File: src/rtl/csf_pkg.sv
// shared types and constants for the chunked sample fifo
`default_nettype none

package csf_pkg;

    localparam int SAMPLE_W    = 16;
    localparam int LEN_W       = 16;
    localparam int QCOUNT_W    = 13;
    localparam int CAP_W       = 13;
    localparam int MAXC_W      = 7;
    localparam int TDATA_W     = 32;
    localparam int TUSER_IN_W  = 3;
    localparam int TUSER_OUT_W = 3;
    localparam int PAD_W       = TDATA_W - QCOUNT_W - SAMPLE_W;

    localparam logic [CAP_W-1:0]  CAP_RESET  = 13'd4096;
    localparam logic [MAXC_W-1:0] MAXC_RESET = 7'd64;

    typedef enum logic [1:0] {
        REQ_PUSH  = 2'd0,
        REQ_POP   = 2'd1,
        REQ_CLEAR = 2'd2
    } req_t;

    typedef enum logic [2:0] {
        KIND_ACCEPTED    = 3'd0,
        KIND_OVF_START   = 3'd1,
        KIND_OVF_ONGOING = 3'd2,
        KIND_POPPED      = 3'd3,
        KIND_POP_EMPTY   = 3'd4
    } kind_t;

    typedef enum logic {
        CFG_CAPACITY  = 1'b0,
        CFG_MAX_CHUNK = 1'b1
    } cfg_idx_t;

    // commands from the controller to the datapath
    typedef struct packed {
        logic accept;
        logic push_sample;
        logic clear;
        logic cut;
        logic admit;
        logic pop_start;
        logic pop_len;
        logic pop_finish;
    } cmd_t;

    // status from the datapath to the controller
    typedef struct packed {
        logic out_free;
        logic no_chunk;
        logic stream_done;
    } status_t;

endpackage

`default_nettype wire

File: src/rtl/csf_ctrl.sv
// controller state machine of the chunked sample fifo
`default_nettype none

module csf_ctrl (
    input  wire logic            aclk,
    input  wire logic            aresetn,
    input  wire logic            s_tvalid,
    output logic                 s_tready,
    input  wire csf_pkg::req_t   req,
    input  wire logic            first,
    input  wire csf_pkg::status_t status,
    output csf_pkg::cmd_t        cmd
);
    import csf_pkg::*;

    typedef enum logic [5:0] {
        S_IDLE    = 6'b000001,
        S_CUT     = 6'b000010,
        S_ADMIT   = 6'b000100,
        S_POP     = 6'b001000,
        S_POP_LEN = 6'b010000,
        S_STREAM  = 6'b100000
    } state_t;

    state_t state_reg, state_next;
    logic   accept;

    assign s_tready = (state_reg == S_IDLE) && status.out_free;
    assign accept   = s_tvalid && s_tready;

    always_comb begin
        state_next = state_reg;
        cmd        = '0;
        case (state_reg)
            S_IDLE: begin
                if (accept) begin
                    cmd.accept = 1'b1;
                    case (req)
                        REQ_PUSH: begin
                            if (first) begin
                                state_next = S_CUT;
                            end else begin
                                cmd.push_sample = 1'b1;
                            end
                        end
                        REQ_POP: begin
                            state_next = S_POP;
                        end
                        REQ_CLEAR: begin
                            cmd.clear = 1'b1;
                        end
                        default: begin
                        end
                    endcase
                end
            end
            S_CUT: begin
                cmd.cut    = 1'b1;
                state_next = S_ADMIT;
            end
            S_ADMIT: begin
                cmd.admit  = 1'b1;
                state_next = S_IDLE;
            end
            S_POP: begin
                cmd.pop_start = 1'b1;
                state_next    = status.no_chunk ? S_IDLE : S_POP_LEN;
            end
            S_POP_LEN: begin
                cmd.pop_len = 1'b1;
                state_next  = S_STREAM;
            end
            S_STREAM: begin
                if (status.stream_done) begin
                    cmd.pop_finish = 1'b1;
                    state_next     = S_IDLE;
                end
            end
            default: begin
                state_next = S_IDLE;
            end
        endcase
    end

    always_ff @(posedge aclk) begin
        if (!aresetn) begin
            state_reg <= S_IDLE;
        end else begin
            state_reg <= state_next;
        end
    end

endmodule

`default_nettype wire

File: config.mk
export PLATFORM = sky130hd
export DESIGN_NAME = csf_ctrl
export DESIGN_NICKNAME = d
export VERILOG_FILES = /design/src/rtl/csf_pkg.sv /design/src/rtl/csf_ctrl.sv
export SDC_FILE = /design/constraint.sdc
export NUM_CORES = 1
export LEC_CHECK = 0
export BUFFER_PORTS_ARGS = -buffer_cell sky130_fd_sc_hd__clkbuf_2
export CAP_MARGIN = 20
export CORE_AREA = 2 2 39 41
export DETAILED_ROUTE_END_ITERATION = 8
export DIE_AREA = 0 0 41 43
export PLACE_DENSITY = 0.61
export SYNTH_ARGS = -nofsm -noshare
export SYNTH_HDL_FRONTEND = slang
export SYNTH_SLANG_ARGS = --single-unit
File: constraint.sdc
create_clock -name aclk -period 1.33 [get_ports aclk]
set_clock_uncertainty 0.1 [all_clocks]
set_input_delay 0.0665 -clock aclk [delete_from_list [all_inputs] [get_ports aclk]]
set_output_delay 0.0665 -clock aclk [all_outputs]
set_load 0.005 [all_outputs]
; ---- Word level (Yosys, flattened, before mapping)
; Cells that the tools add are included.
[op_classes]
n_eq_ne = 12
n_mux = 17
reduce_logical = 4
[ops]
columns = op, count
row1 = 6-bit case mux with 5 select lines, 1
row2 = 6-bit 2-to-1 mux, 3
row3 = 6-bit case mux with 2 select lines, 1
row4 = 1-bit 2-to-1 mux, 9
row5 = 6-bit by 1-bit equality test with 1-bit output (second input constant), 1
row6 = 6-bit by 2-bit equality test with 1-bit output (second input constant), 1
row7 = 6-bit by 3-bit equality test with 1-bit output (second input constant), 1
row8 = 6-bit by 4-bit equality test with 1-bit output (second input constant), 1
row9 = 6-bit by 5-bit equality test with 1-bit output (second input constant), 1
row10 = 6-bit equality test (second input constant), 1
row11 = 3-bit 2-to-1 mux, 2
row12 = 5-bit 2-to-1 mux, 1
row13 = 2-bit inequality test (second input constant), 2
row14 = 4-bit AND reduction, 1
row15 = 3-bit by 1-bit inequality test with 1-bit output (second input constant), 1
row16 = 3-bit inequality test (second input constant), 1
row17 = 2-bit by 1-bit equality test with 1-bit output (second input constant), 1
row18 = 2-bit equality test (second input constant), 1
row19 = 1-bit logical AND, 2
row20 = 2-bit logical NOT, 1
[word_totals]
word_cells = 34
inputBits = 9
register_bits = 6
out_inout_bits = 9

; ---- Logic depth before layout (Yosys ltp)
[depth]
depth_word = 5
mapped_depth = 3
mapped_depth_nobuf = 3

; ---- Least setup slack after synthesis
; OpenSTA, ideal clock, no wires.
[synth_timing]
kind = reg2reg
startpoint = reg state_reg[5]
endpoint = reg state_reg[0]
t_arrival_ps = 1239
required_ps = 1110
setup_slack_ps = -128
path_stages_with_launch = 4
n_path_buf = 0
period_less_slack_ps = 1458
setup_ps = 120
cell_sequence = dfxtp_1 > or3b_1 > a211o_1 > a211o_1
[synth_between]
elab_chain_len = 5
word_cells_on_any_way = 13
classes_between = eq/ne: 9 / mux: 1 / reduce/logical: 3
[synth_rtl]
columns = item, line
row1 = start: declaration, csf_ctrl.sv:25  ; state_t state_reg, state_next;
row2 = start signal: assignment, csf_ctrl.sv:89  ; state_reg <= state_next;
row3 = 6-bit by 1-bit equality test with 1-bit output, "csf_ctrl.sv:28, csf_ctrl.sv:34"
row4 = 1-bit logical AND, csf_ctrl.sv:28  ; assign s_tready = (state_reg == S_IDLE) && status.out_free;
row5 = 1-bit logical AND, csf_ctrl.sv:29  ; assign accept = s_tvalid && s_tready;
row6 = 2-bit inequality test (no line), --
row7 = 4-bit AND reduction (no line), --
; Several ways; a longest one is shown, not always the timed one.
; A chain may end at the register's enable or synchronous reset.

==> impl_metrics.tcl <==
set metrics [dict create \
    num_io_pins 18 \
    met3_wirelength_um 38 \
    post-route-util 0.572 \
    setup-violations-final 14 \
    grt_start_max_net_pins 6 \
    core-area_sq_um 1380 \
    synth.area.top_cells "dfxtp_1 (32%), nor4b_1 (12%), and3_1 (6.7%)" \
    top_layer_used "met4" \
    std_cell_rows 14 \
    status "complete, but fails checks" \
    final_area_sq_um 792 \
    synth.net_count 54 \
    grt_pass1_vias 480 \
    cts_tree "done" \
    drc 0 \
    synthCells 45 \
    worst_pin_slew_ns 0.294 \
    cts_made_buffers 3 \
    crit_family "simple AND/OR/NAND/NOR gates" \
    htreeDepth 1 \
    syn_area_sq_um 375 \
    ys_ff_latch 6 \
    crit_chain "nor4b_4 > buf_4 > nand4_1 > nor3_2 > buf_2" \
    initial_core_util 0.271 \
    finalPower_uw 443 \
    die_x_um 41 \
    drt_iter0_drc 9 \
    cp.arrival_ns 1.41 \
    powerDensity_nw_per_um2 560 \
    numPortBuffers 17 \
    die_h_um 43 \
    avgSynthCellArea_sq_um 8.34 \
    synth_seq_area_share 0.320 \
    largest_reg_flops 6 \
    crit_required_ns 1.16 \
    area_growth_pct 111 \
    synth_top_cell_by_area "dfxtp_1" \
    drive_gt1_frac 0.628 \
    clock_latency_ns 0.24 \
    hold_viol 0 \
    instances_no_fill 102 \
    maxSlewHeadroom 0.803 \
    worst-path-max-fanout 5 \
    critPathSlowestCell "dfxtp_4" \
    gp_congestion 0.736 \
    worstSetupPathType "reg -> out" \
    vdd_drop_max_mv 0.479 \
    postRouteAntennaNets 0 \
    worstSetupEndpointType "output port" \
    max_freq_mhz 633 \
    vias 510 \
    dp_cells 90 \
    start_kind "flop" \
    rsz0062_at_grt "true" \
    overflow 0 \
    dpl.hpwl_um 850 \
    wl_met1_um 546 \
    dr.pass1.iters 3 \
    synth_top_cell_area_share 0.320 \
    drv_cap 0 \
    finalNetCount 97 \
    grt_use_total 0.154 \
    fin_crit_sh 1.19 \
    netlist-cell-type-count 20 \
    min_period_ns 1.58 \
    wl_um 1290 \
    diodes 0 \
    cts_buffer_depth 2 \
    ys_warn_count 0 \
    wl_per_cell_um 12.6 \
    hold_class "in -> reg" \
    cts_num_sinks 6 \
    violations "setup timing" \
    die_area_sq_um 1760 \
    timing.critical_path.buf_inv 2 \
    p_leak_uw 0.000375 \
    setup_slack_ns -0.251 \
    grt_pass1_wl_um 1860 \
    cts_root_buf "clkbuf_4" \
    via_per_inst 5.00 \
    slew_violations 0 \
    clkTransAtPathRegs_ns 0.04 \
    antenna_found_initial 0 \
    routed-wl-met2_um 691 \
    nFillCells 118 \
    placedInstanceArea_sq_um 578 \
    max_stage_delay_ns 0.36 \
]
[layer usage]
layer | up-vias | global-route usage
met5 | - | 0
met4 | 0 | 0.0800
met3 | 2 | 0.0366
met2 | 9 | 0.241
met1 | 245 | 0.184
li1 | 254 | -
[cells by family after synthesis]
group	count (synthesis)	synth area share
DFF	6	0.320
AOI/OAI and AO/OA	6	0.137
buffers and inverters	6	0.0600
and+or+nand+nor	27	0.483
[worst reg2reg max path, stage by stage, from the launching register on]
cell and delay (ns):
dfxtp_4 0.37, buf_6 0.10, or3b_1 0.35, a211o_1 0.29, a211o_1 0.25
[synthesized netlist by cell type]
| master | n |
|---|---|
| a211o_1 | 2 |
| a31o_2 | 1 |
| and2_1 | 2 |
| and3_1 | 4 |
| dfxtp_1 | 6 |
| inv_1 | 6 |
| nand2b_1 | 1 |
| nand3_1 | 1 |
| nand4_1 | 1 |
| nor2_1 | 4 |
| nor3_1 | 2 |
| nor3b_1 | 2 |
| nor4_1 | 2 |
| nor4b_1 | 5 |
| nor4b_2 | 1 |
| o211a_1 | 1 |
| o211ai_1 | 1 |
| o31ai_1 | 1 |
| or3_1 | 1 |
| or3b_1 | 1 |
[where the power goes]
group / internal [uW] / switching [uW]
Sequential: 180 / 2.81
Clock: 102 / 59.8
Combinational: 54.5 / 44.6
Total: 336 / 107
[final cells by class]
cell class / count / area (sq um) / share of cell area
multi-input cells: 33 / 315 / 0.398
repair buffers: 38 / 280 / 0.354
flip-flops and latches: 6 / 131 / 0.166
clock buffers: 3 / 22.5 / 0.0284
inverters: 6 / 22.5 / 0.0284
well taps: 16 / 20.0 / 0.0253
[per-stage QoR]
stage          setup TNS (ns)  hold slack, ns  worst slack, ns
2_1_floorplan         -0.0845          0.0425          -0.0845
3_3_place_gp           -0.286           0.165          -0.0911
3_5_place_dp           -0.281           0.159           -0.127
4_1_cts                 -1.73          0.0842           -0.251
5_1_grt                 -3.23           0.134           -0.382
6_report                -2.19           0.119           -0.251
[final timing paths]
kind                            depth (start not counted)  slack (ns)           end    startpoint
worst max-delay path                                    5       -0.25        cmd[6]  state_reg[1]
worst min-delay path                                    4        0.12  state_reg[1]        req[0]
worst max register to register                          4       -0.23  state_reg[0]  state_reg[5]
worst min register to register                          3        0.55  state_reg[5]  state_reg[4]
[placed cells by master (no fill, tap or decap), types with 2 or more instances in the layout]
| master | instances |
|---|---|
| clkbuf_2 | 11 |
| buf_4 | 11 |
| inv_1 | 6 |
| buf_6 | 6 |
| dlygate4sd3_1 | 5 |
| buf_2 | 5 |
| nor2_1 | 3 |
| and3_1 | 3 |
| nor4b_2 | 3 |
| clkbuf_4 | 3 |
| dfxtp_2 | 3 |
| nor4b_4 | 2 |
| and2_1 | 2 |
| a211o_1 | 2 |
| dfxtp_4 | 2 |
[timing repair]
action | 4_1_cts | 5_1_grt
setup endpoints to repair | 13 | 14
buffers inserted | 3 | 1
hold buffers | 5 | 0
gates resized for setup | 13 | 17
pin swaps | 7 | 7
endpoints found under the hold margin | 4 | 0
Note: power is estimated with default switching activity, not from simulation.
